`src/hdl/rgmm_pkg.sv`:
```
// Package for the raster group min/max/mean unit.
// Holds shared widths, code constants and the controller/datapath structs.
// No dependencies.
package rgmm_pkg;

    localparam int MAX_RASTERS_DEF = 64;

    localparam int CELL_W  = 32;
    localparam int TILE_W  = 16;
    localparam int TILES_W = 17;
    localparam int SUM_W   = 64;
    localparam int CNT_W   = 32;
    localparam int RN_W    = 6;
    localparam int WORD_W  = CNT_W + SUM_W + 2 * CELL_W;

    // Divider runs one quotient bit per cycle over the whole sum.
    localparam int DIV_STEPS = SUM_W;
    localparam int DIV_CNT_W = $clog2(DIV_STEPS + 1);

    // Action codes of an input word
    localparam logic ACT_CELL   = 1'b0;
    localparam logic ACT_REPORT = 1'b1;

    // Order mode codes
    localparam logic MODE_SPATIAL  = 1'b0;
    localparam logic MODE_TEMPORAL = 1'b1;

    // Commands from controller to datapath
    typedef struct packed {
        logic take;       // latch a cell word and run tile bookkeeping
        logic rd_cell;    // read the slot of the latched cell
        logic wr_cell;    // write back the updated slot
        logic rpt_start;  // clear the report index
        logic rd_rpt;     // read the slot at the report index
        logic div_start;  // start the mean division
        logic out_load;   // load the output register
        logic rpt_next;   // step the report index
    } t_cmd;

    // Status from datapath to controller
    typedef struct packed {
        logic used_zero;
        logic rpt_last;
        logic div_done;
        logic div_busy;
        logic out_free;
    } t_sts;

endpackage

```
`src/hdl/rgmm_ctrl.sv`:
```
// Controller state machine of the raster group min/max/mean unit.
// Depends on rgmm_pkg.
module rgmm_ctrl (
    input  logic            i_clk,
    input  logic            i_rst_n,
    input  logic            i_in_valid,
    input  logic            i_action,
    output logic            o_in_ready,
    input  rgmm_pkg::t_sts  i_sts,
    output rgmm_pkg::t_cmd  o_cmd
);
    import rgmm_pkg::*;

    typedef enum logic [2:0] {
        S_IDLE, S_CELL_RD, S_CELL_WR, S_RPT_RD, S_RPT_GO, S_RPT_DIV, S_RPT_OUT
    } t_state;

    t_state r_state, n_state;
    logic   accept;

    assign o_in_ready = (r_state == S_IDLE);
    assign accept     = i_in_valid && o_in_ready;

    // Next state and commands
    always_comb begin
        n_state = r_state;
        o_cmd   = '0;
        unique case (r_state)
            S_IDLE: begin
                if (accept) begin
                    if (i_action == ACT_CELL) begin
                        o_cmd.take = 1'b1;
                        n_state    = S_CELL_RD;
                    end else if (!i_sts.used_zero) begin
                        o_cmd.rpt_start = 1'b1;
                        n_state         = S_RPT_RD;
                    end
                end
            end
            S_CELL_RD: begin
                o_cmd.rd_cell = 1'b1;
                n_state       = S_CELL_WR;
            end
            S_CELL_WR: begin
                o_cmd.wr_cell = 1'b1;
                n_state       = S_IDLE;
            end
            S_RPT_RD: begin
                o_cmd.rd_rpt = 1'b1;
                n_state      = S_RPT_GO;
            end
            S_RPT_GO: begin
                o_cmd.div_start = 1'b1;
                n_state         = S_RPT_DIV;
            end
            S_RPT_DIV: begin
                if (i_sts.div_done) begin
                    n_state = S_RPT_OUT;
                end
            end
            S_RPT_OUT: begin
                if (i_sts.out_free) begin
                    o_cmd.out_load = 1'b1;
                    if (i_sts.rpt_last) begin
                        n_state = S_IDLE;
                    end else begin
                        o_cmd.rpt_next = 1'b1;
                        n_state        = S_RPT_RD;
                    end
                end
            end
            default: n_state = S_IDLE;
        endcase
    end

    // Hold state
    always_ff @(posedge i_clk) begin
        if (!i_rst_n) begin
            r_state <= S_IDLE;
        end else begin
            r_state <= n_state;
        end
    end
endmodule

```
`config.mk`:
```
export PLATFORM = sky130hd
export DESIGN_NAME = rgmm_ctrl
export DESIGN_NICKNAME = d
export VERILOG_FILES = /design/src/hdl/rgmm_pkg.sv /design/src/hdl/rgmm_ctrl.sv
export SDC_FILE = /design/constraint.sdc
export NUM_CORES = 1
export LEC_CHECK = 0
export BUFFER_PORTS_ARGS = -buffer_cell sky130_fd_sc_hd__buf_2
export CELL_PAD_IN_SITES_DETAIL_PLACEMENT = 0
export CELL_PAD_IN_SITES_GLOBAL_PLACEMENT = 1
export CORE_AREA = 2 2 39 41
export DETAILED_ROUTE_END_ITERATION = 8
export DIE_AREA = 0 0 41 43
export GPL_TIMING_DRIVEN = 0
export PLACE_DENSITY = 0.63
export SETUP_SLACK_MARGIN = 0.4
export SYNTH_ARGS = -nofsm -noshare
export SYNTH_HDL_FRONTEND = slang
export SYNTH_SLANG_ARGS = --single-unit
```
`constraint.sdc`:
```
create_clock -name i_clk -period 1.12 [get_ports i_clk]
set_input_delay 0.168 -clock i_clk [delete_from_list [all_inputs] [get_ports i_clk]]
set_output_delay 0.168 -clock i_clk [all_outputs]
set_load 0.05 [all_outputs]
```
==> impl_results.md, run 1 <==
* H-tree Lvls at 1
* Sequential area share after synthesis at a little over a fifth
* Routed WL at 1.08 mm
* Synth Area in Adders at 0%
* Pleak at 0.353 nW
* Ant diodes at 0
* WL/cell at 12.2 um
* Antenna violations before repair at 0
* Placed instance area at 449 um^2
* Logic pwr share at 48.7%
* Clk pwr share at 31.6%
* CTS clock-pin slew for the worst setup and hold paths at roughly 30 ps
* Internal at 0.393 mW
* Post-synth top area share at 21.3%
* Fmax at 673 MHz
* Chip height at 43 um
* Port-buffer cells at 16
* Area fraction in compound gates after synthesis at 18.2%
* Switching part of the total at 36.5%
* Initial Utilization at 20.3%
* Fin util at 55.2%
* Worst slew pin tran at 331 ps
* Status: finished, violations left
* Final setup margin at -367 ps
* Total gr overflow at 0
* Synth unique cells at 24
* Pre-CTS WS at -258 ps
* Global-route wire length before repair at 1.54 mm
* Non-Filler Instances at 89
* Commonest non-fill, non-tap cell in the layout: buf_6
* Hold Vio Cnt, Final at 0
* Main synth FF type: dfxtp_1
* Failing checks: setup timing
* Ratio of cells with drive above 1 in the final layout at a little over four fifths
* Hold depth at 2
* Pre-antenna DRT Iters at 3
* # rows at 14
* Total CTS buffers at 3
* Period utilization at 133%
* VDD IR-drop max at 0.359 mV
* Crit Path Category: flop to output port
* GRT Total Usage at 12.8%
* Critical path endpoint category: output port
* Post-route ant nets at 0
* Residual DRC count at 0
* Clock Latency Late Sink at 240 ps
* Mapped Cells at 36
* Unrepaired setup endpoints after global routing: true
* CTS Buffer Depth at 2
* Top Registers: r_state (3)
* CP Launch Type: flop
* P per Cell Area at just over 800 nW/um^2
* Final #Nets at 83
* Max reg flops at 3
* Critical Path AT at 1320 ps
* Yosys top cell by area: dfxtp_1
* CP required at 950 ps
* Post-layout min period at 1490 ps
* Final setup vio count at 12
* Average size of a mapped cell at just under 8 um^2
* Iter 0 DRT Violations at 1
* Setup_tns at -2980 ps
* Synth Area in XOR/XNOR at 0%
* Min Hold Slack at 168 ps
* Skew final at 9.05 ps
* Post-synth EDFFs at 0
* Post-route cell area at 763 um^2
* Clock sink total at 3
* Chip width at around 41 um
* CTS root buf: clkbuf_4
* Fraction of registers with async set/reset at 0%
* Syn-to-layout area delta at 171%
* Critical-path maximum fanout at 5
* Final total power at 0.619 mW
* Area share of and/or/nand/nor cells after synthesis at 50.7%
* Routability cong. at around 0.75
* DP HPWL at between 500 and 600 um
* Floorplan core area at between 1000 and 1500 um^2
* P_sw at 0.226 mW
* Post-synthesis mux area share at 0%
* # hold bufs at CTS at 0
* Worst Reg2Reg Path Length in Cells at 6
* Register share of total power at 19.6%
* Max Cap Viol at 0
* DR vias/cell at 4.45
* Most frequent cells in the layout: 14 x buf_6, 10 x buf_4, 8 x buf_2
* Final slew viol count at 0
* Vias at 396
* # IOs at 18
* Syn Std Cell Area at 282 um^2
* Largest cells by area after synthesis: dfxtp_1 21%, nor3b_1 8.0%, and3b_2 7.1%
* Synth Warn # at 0
* Synthesis-stage register bit count at 3
* Largest net degree at the start of global routing at 10
* Vias in the first global route at 406
* Main combinational cell family by area after synthesis: simple AND/OR/NAND/NOR gates
* Most flops, register: r_state
* Die ar. at 1760 um^2
* Syn_nets at 45
* Placed instance count at 68
* Slew margin rel. at a little under 80%
* CTS tree: done
* Hold Path Class: primary input to flop
## layer usage
layer / wire length, um / up-vias / GRT usage [%]
li1: - / 205 / -
met1: 460 / 181 / 15.7
met2: 587 / 10 / 19.1
met3: 37 / 0 / 3.14
met4: 0 / 0 / 8.00
met5: 0 / - / 0
## power groups by stage
stage                     Clock (mW)  Sequential [mW]  Combinational (mW)
after global routing           0.222            0.122               0.321
after detailed placement           0            0.123               0.195
after CTS                      0.192            0.120               0.260
final                          0.196            0.121               0.302
after global placement             0            0.122               0.195
after floorplan                    0            0.121               0.148
## path summary, 6_finish.rpt
kind              start    endpoint  slack [ps]
max          r_state[1]    o_cmd[4]        -370
min            i_sts[2]  r_state[0]         170
max reg2reg  r_state[2]  r_state[0]        -200
min reg2reg  r_state[1]  r_state[0]         760
## cell usage after synthesis, drive strengths merged, types with 2 or more instances
| library cell | instances |
|---|---|
| nand2 | 4 |
| nor3b | 3 |
| a21oi | 2 |
| dfxtp | 3 |
| buf | 3 |
| nand3b | 2 |
| and3b | 2 |
| nor2 | 4 |
## worst max-delay path, cell delays in order, from the launching register on
cell and delay [ps]:
dfxtp_2 310, buf_6 120, nor3_4 190, nand2_2 100
nor3b_4 190, buf_6 180
## final cells by class
cell class,count,area [um^2]
flip-flops and latches,3,63.8
fillers,125,621
repair buffers,33,304
multi-input cells,29,312
plain buffers,3,33.8
inverters,1,3.75
clock buffers,4,26.3
well taps,16,20.0
## kinds of logic (layout without fill, tap and decap cells)
logic type      count (synthesis)  in the layout
simple gates                   22             22
compound gates                  7              7
flops                           3              3
buf+inv                         4             41
## repair_timing
item | in CTS | in global routing
endpoints found under the setup margin | 12 | 12
resized for setup | 25 | 12
pin swaps | 9 | 6
buffers inserted | 10 | 7
hold endpoints to repair | 0 | 0
Power figures use the tool's default switching activity.
==> run 2: changes to the inputs <==
--- a/config.mk
+++ b/config.mk
@@ -14,6 +14,7 @@
 export GPL_TIMING_DRIVEN = 0
 export PLACE_DENSITY = 0.63
 export SETUP_SLACK_MARGIN = 0.4
+export SKIP_LAST_GASP = 1
 export SYNTH_ARGS = -nofsm -noshare
 export SYNTH_HDL_FRONTEND = slang
 export SYNTH_SLANG_ARGS = --single-unit
==> run 2 against run 1 <==
The flow still finishes with violations (setup timing); combinational power is 1% lower; non-clock buffer count is the same; die area stayed put; sequential cell count stayed put; sequential share of layout area is 0.14 points higher; sequential power is essentially flat; fmax is essentially flat; count of clock-buffer cells in the layout stayed put; largest cell class unchanged; largest power group unchanged.
==> impl_results.md, run 2 (synthesized netlist as in run 1, its figures left out) <==
* Worst Reg2Reg Path Length in Cells at 6 (unchanged)
* Post-route ant nets at 0 (unchanged)
* Final slew viol count at 0 (unchanged)
* Reg-to-Reg End: r_state[0] (unchanged)
* Initial Utilization at 20.3% (unchanged)
* Clock sink total at 3 (unchanged)
* Syn-to-layout area delta at 167% (was 171%)
* Slowest CP cell: dfxtp_2 (unchanged)
* CP peak stage delay at 310 ps (about the same)
* Pre-antenna DRT Iters at 1 (was 3)
* Placed instance area at 449 um^2 (unchanged)
* Max Cap Viol at 0 (unchanged)
* CP Launch Type: flop (unchanged)
* Routed WL at 1.02 mm (was 1.08 mm)
* DP HPWL at 583 um (unchanged)
* CTS Buffer Depth at 2 (unchanged)
* Most frequent cells in the layout: 13 x buf_6, 11 x buf_4, 8 x buf_2 (was 14 x buf_6, 10 x buf_4, 8 x buf_2)
* Crit Path Category: flop to output port (unchanged)
* Chip height at 43 um (unchanged)
* Hold Path Class: primary input to flop (unchanged)
* Worst Hold Endpoint: r_state[0] (unchanged)
* Post-layout min period at 1490 ps (about the same)
* Antenna violations before repair at 0 (unchanged)
* Reg2reg setup slack at -190 ps (was -200 ps)
* Reg2reg start: r_state[2] (unchanged)
* Critical path endpoint category: output port (unchanged)
* Final setup margin at -366 ps (was -367 ps)
* Max reg flops at 3 (unchanged)
* Largest net degree at the start of global routing at 10 (unchanged)
* Routability cong. at 0.746 (unchanged)
* # IOs at 18 (unchanged)
* Cell Chain, Critical Path: buf_6, nor3_4, nand2_2, nor3b_4, buf_6 (unchanged)
* Chip width at 41 um (unchanged)
* Vias at 397 (was 396)
* GRT Total Usage at 12.8% (unchanged)
* Critical Path AT at 1320 ps (about the same)
* Most flops, register: r_state (unchanged)
* Slew margin rel. at 78.0% (was 77.7%)
* Port-buffer cells at 16 (unchanged)
* Commonest non-fill, non-tap cell in the layout: buf_6 (unchanged)
* Top delay family on crit path: simple AND/OR/NAND/NOR gates (unchanged)
* Die ar. at 1760 um^2 (unchanged)
* # hold bufs at CTS at 0 (unchanged)
* Min-delay src: i_sts[2] (unchanged)
* Worst slew pin tran at 328 ps (was 331 ps)
* Vias in the first global route at 406 (unchanged)
* Final #Nets at 83 (unchanged)
* Hold Vio Cnt, Final at 0 (unchanged)
* WL/cell at 11.4 um (was 12.2 um)
* Crit-path most repeated cell: buf_6 (unchanged)
* Pleak at 0.336 nW (was 0.353 nW)
* Global-route wire length before repair at 1.54 mm (unchanged)
* Failing checks: setup timing (unchanged)
* Fmax at 673 MHz (about the same)
* Skew final at 8.29 ps (was 9.05 ps)
* Crit path buf inv count at 2 (unchanged)
* CTS tree: done (unchanged)
* Ratio of cells with drive above 1 in the final layout at 84.9% (unchanged)
* Iter 0 DRT Violations at 0 (was 1)
* Total CTS buffers at 3 (unchanged)
* Floorplan core area at 1380 um^2 (unchanged)
* Hold depth at 2 (unchanged)
* Total gr overflow at 0 (unchanged)
* P per Cell Area at 819 nW/um^2 (was 811 nW/um^2)
* CTS clock-pin slew for the worst setup and hold paths at 30 ps (about the same)
* Min Hold Slack at 167 ps (was 168 ps)
* Residual DRC count at 0 (unchanged)
* Placed instance count at 68 (unchanged)
* Non-Filler Instances at 89 (unchanged)
* Critical-path maximum fanout at 5 (unchanged)
* CP required at 950 ps (about the same)
* Unrepaired setup endpoints after global routing: true (unchanged)
* H-tree Lvls at 1 (unchanged)
* Ant diodes at 0 (unchanged)
* Post-route cell area at 751 um^2 (was 763 um^2)
* Top Registers: r_state (3) (unchanged)
* # rows at 14 (unchanged)
* Fin util at 54.2% (was 55.2%)
* Clock Latency Late Sink at 240 ps (about the same)
* DR vias/cell at 4.46 (was 4.45)
* Status: finished, violations left (unchanged)
* CTS root buf: clkbuf_4 (unchanged)
* Final setup vio count at 12 (unchanged)
* Period utilization at 133% (about the same)
* VDD IR-drop max at 0.353 mV (was 0.359 mV)
## run 2: final cells by class
cell class              instances  area, um^2
fillers                       122         633
multi-input cells              29         303
repair buffers                 33         300
flip-flops and latches          3        63.8
plain buffers                   3        33.8
clock buffers                   4        26.3
well taps                      16        20.0
inverters                       1        3.75
## run 2: routing by layer
metal  vias to the layer above  wire, um  GRT usage (%)  part of all wire, %
li1                        204         -              -                    -
met1                       183       432           15.7                   43
met2                        10       545           19.1                   54
met3                         0        37           3.14                  3.6
met4                         0         0           8.00                    0
met5                         -         0              0                    0
## run 2: per-stage QoR
| step | TNS, ps | total power [mW] | worst slack [ps] |
|---|---|---|---|
| after floorplan | -1850 | 0.269 | -680 |
| after global placement | -719 | 0.317 | -244 |
| after detailed placement | -724 | 0.318 | -258 |
| after CTS | -2400 | 0.572 | -372 |
| after global routing | -3670 | 0.661 | -455 |
| final | -2940 | 0.615 | -366 |
## run 2: power breakdown
part           internal (mW)  switching (mW)  total (mW)
Clock                  0.134          0.0620       0.196
Sequential             0.116         0.00554       0.121
Combinational          0.142           0.156       0.298
## run 2: worst register-to-register path, cell delays in order (launching register included)
cell,delay [ps]
dfxtp_2,340
buf_6,130
buf_6,100
buf_4,100
nand3b_2,70
a2111o_1,370
o32ai_2,100
## run 2: how the worst max path moves through the flow
stage / startpoint / slack (ps) / depth (start not counted) / to
floorplan: r_state[2] / -680 / 4 / o_cmd[4]
detailed placement: r_state[2] / -260 / 5 / o_cmd[4]
global placement: r_state[2] / -240 / 5 / o_cmd[4]
global route: r_state[1] / -450 / 5 / o_cmd[4]
finish: r_state[1] / -370 / 5 / o_cmd[4]
CTS: r_state[1] / -370 / 5 / o_cmd[4]
## run 2: what timing repair did
item,4_1_cts,5_1_grt
resized for setup,24,11
pin swaps,8,6
endpoints found under the setup margin,12,12
buffers inserted,10,7
==> run 3: changes to the inputs <==
--- a/config.mk
+++ b/config.mk
@@ -12,7 +12,7 @@
 export DETAILED_ROUTE_END_ITERATION = 8
 export DIE_AREA = 0 0 41 43
 export GPL_TIMING_DRIVEN = 0
-export PLACE_DENSITY = 0.63
+export PLACE_DENSITY = 0.69
 export SETUP_SLACK_MARGIN = 0.4
 export SKIP_LAST_GASP = 1
 export SYNTH_ARGS = -nofsm -noshare
==> run 3 against run 2 <==
The flow still finishes with violations (setup timing); power increased by 1.5%; count of clock-buffer cells in the layout is the same; first-iteration DRC count increased by 4; via count rose by 2.0%; cell area down 4.0%; cell count fell by 2.2%; non-clock buffer count is 2 lower; critical endpoint unchanged; largest cell class unchanged; highest routed layer unchanged.
==> impl_results.md, run 3 (synthesized netlist as in run 1, its figures left out) <==
* Status: finished, violations left (unchanged)
* Failing checks: setup timing (unchanged)
* Clock sink total at 3 (unchanged)
* Antenna violations before repair at 0 (unchanged)
* CP peak stage delay at 330 ps (was 310 ps)
* Critical path endpoint category: output port (unchanged)
* DR vias/cell at 4.66 (was 4.46)
* Largest net degree at the start of global routing at 9 (was 10)
* Global-route wire length before repair at 1.44 mm (was 1.54 mm)
* Pre-CTS WS at -267 ps (was -258 ps)
* CP startpoint: r_state[0] (was r_state[1])
* Period utilization at 135% (was 133%)
* Max Cap Viol at 0 (unchanged)
* Top Registers: r_state (3) (unchanged)
* # IOs at 18 (unchanged)
* Cell Chain, Critical Path: buf_8, nor3_4, nand2_2, nor3b_4, buf_6 (was buf_6, nor3_4, nand2_2, nor3b_4, buf_6)
* Ant diodes at 0 (unchanged)
* DP HPWL at 580 um (was 583 um)
* Placed instance count at 68 (unchanged)
* Clock Latency Late Sink at 240 ps (about the same)
* CTS root buf: clkbuf_4 (unchanged)
* Chip width at 41 um (unchanged)
* Post-route cell area at 721 um^2 (was 751 um^2)
* Worst Setup EP: o_cmd[4] (unchanged)
* Critical-path maximum fanout at 5 (unchanged)
* Die ar. at 1760 um^2 (unchanged)
* Most frequent cells in the layout: 14 x buf_6, 9 x buf_4, 7 x buf_2, 4 x buf_8 (was 13 x buf_6, 11 x buf_4, 8 x buf_2)
* Hold Path Class: primary input to flop (unchanged)
* Final #Nets at 81 (was 83)
* Min Hold Slack at 148 ps (was 167 ps)
* Slowest CP cell: dfxtp_2 (unchanged)
* Total gr overflow at 0 (unchanged)
* CTS Buffer Depth at 2 (unchanged)
* Final setup margin at -388 ps (was -366 ps)
* Ratio of cells with drive above 1 in the final layout at 77.5% (was 84.9%)
* Worst path depth at 5 (unchanged)
* Reg2reg start: r_state[0] (was r_state[2])
* Final setup vio count at 12 (unchanged)
* WL/cell at 11.9 um (was 11.4 um)
* GRT Total Usage at 12.4% (was 12.8%)
* Reg2reg setup slack at -260 ps (was -190 ps)
* P per Cell Area at 866 nW/um^2 (was 819 nW/um^2)
* Skew final at 4.19 ps (was 8.29 ps)
* Routed WL at 1.04 mm (was 1.02 mm)
* Placed instance area at 449 um^2 (unchanged)
* Total CTS buffers at 3 (unchanged)
* Critical Path AT at 1340 ps (was 1320 ps)
* Crit path buf inv count at 2 (unchanged)
* Final total power at 0.624 mW (was 0.615 mW)
* Reg-to-Reg End: r_state[2] (was r_state[0])
* Final slew viol count at 0 (unchanged)
* CTS clock-pin slew for the worst setup and hold paths at 40 ps (was 30 ps)
* Commonest non-fill, non-tap cell in the layout: buf_6 (unchanged)
* Unrepaired setup endpoints after global routing: true (unchanged)
* VDD IR-drop max at 0.448 mV (was 0.353 mV)
* Setup_tns at -3160 ps (was -2940 ps)
* H-tree Lvls at 1 (unchanged)
* Fin util at 52.1% (was 54.2%)
* Port-buffer cells at 16 (unchanged)
* Pleak at 0.321 nW (was 0.336 nW)
* Crit Path Category: flop to output port (unchanged)
* Pre-antenna DRT Iters at 3 (was 1)
* Vias at 405 (was 397)
* CP required at 950 ps (about the same)
* Chip height at 43 um (unchanged)
* Slew margin rel. at 78.4% (was 78.0%)
* Post-layout min period at 1510 ps (was 1490 ps)
* Vias in the first global route at 335 (was 406)
* Max reg flops at 3 (unchanged)
* Iter 0 DRT Violations at 4 (was 0)
* # rows at 14 (unchanged)
* Residual DRC count at 0 (unchanged)
* Worst Reg2Reg Path Length in Cells at 8 (was 6)
* Worst slew pin tran at 316 ps (was 328 ps)
* Non-Filler Instances at 87 (was 89)
* Initial Utilization at 20.3% (unchanged)
* Routability cong. at 0.688 (was 0.746)
* Hold Vio Cnt, Final at 0 (unchanged)
* Fmax at 663 MHz (was 673 MHz)
* Floorplan core area at 1380 um^2 (unchanged)
* Most flops, register: r_state (unchanged)
* Syn-to-layout area delta at 156% (was 167%)
* Post-route ant nets at 0 (unchanged)
* CTS tree: done (unchanged)
* CP Launch Type: flop (unchanged)
* Top delay family on crit path: simple AND/OR/NAND/NOR gates (unchanged)
## run 3: power by group
part | switching (mW) | internal (mW) | total, mW
logic | 0.155 | 0.152 | 0.307
clock network | 0.0624 | 0.134 | 0.196
registers | 0.00614 | 0.115 | 0.121
total | 0.223 | 0.401 | 0.624
## run 3: timing repair
action / 4_1_cts / 5_1_grt
gates resized for setup: 20 / 15
endpoints found under the hold margin: 0 / 0
setup endpoints to repair: 12 / 12
hold buffers: 0 / 0
gates cloned: 0 / 0
setup buffers: 11 / 4
pin swaps: 7 / 4
## run 3: worst min path at each step
stage,startpoint,to,slack [ps],cells after the start
3_5_place_dp,i_sts[2],r_state[0],390,2
2_1_floorplan,i_sts[2],r_state[0],280,1
6_report,i_sts[2],r_state[0],150,2
3_3_place_gp,i_sts[2],r_state[0],390,2
5_1_grt,i_sts[2],r_state[0],140,2
4_1_cts,i_sts[2],r_state[0],140,2
## run 3: final cells by class
cell class	count	area, um^2
plain buffers	3	37.5
flip-flops and latches	3	62.6
repair buffers	31	283
inverters	1	3.75
fillers	132	663
well taps	16	20.0
clock buffers	4	26.3
multi-input cells	29	288
## run 3: worst reg2reg max path: stages, from the launching register on
cell	delay [ps]
dfxtp_2	330
buf_8	130
buf_6	110
buf_6	100
and3b_2	210
buf_6	120
buf_6	100
a21oi_2	110
nor2_1	60
## run 3: per-layer routing
| metal | track usage, % | vias to the layer above | part of all wire [%] |
|---|---|---|---|
| met3 | 7.85 | 0 | 7.7 |
| met1 | 15.7 | 194 | 43 |
| met2 | 16.9 | 11 | 50 |
| li1 | - | 200 | - |
| met5 | 0 | - | 0 |
| met4 | 4.00 | 0 | 0 |
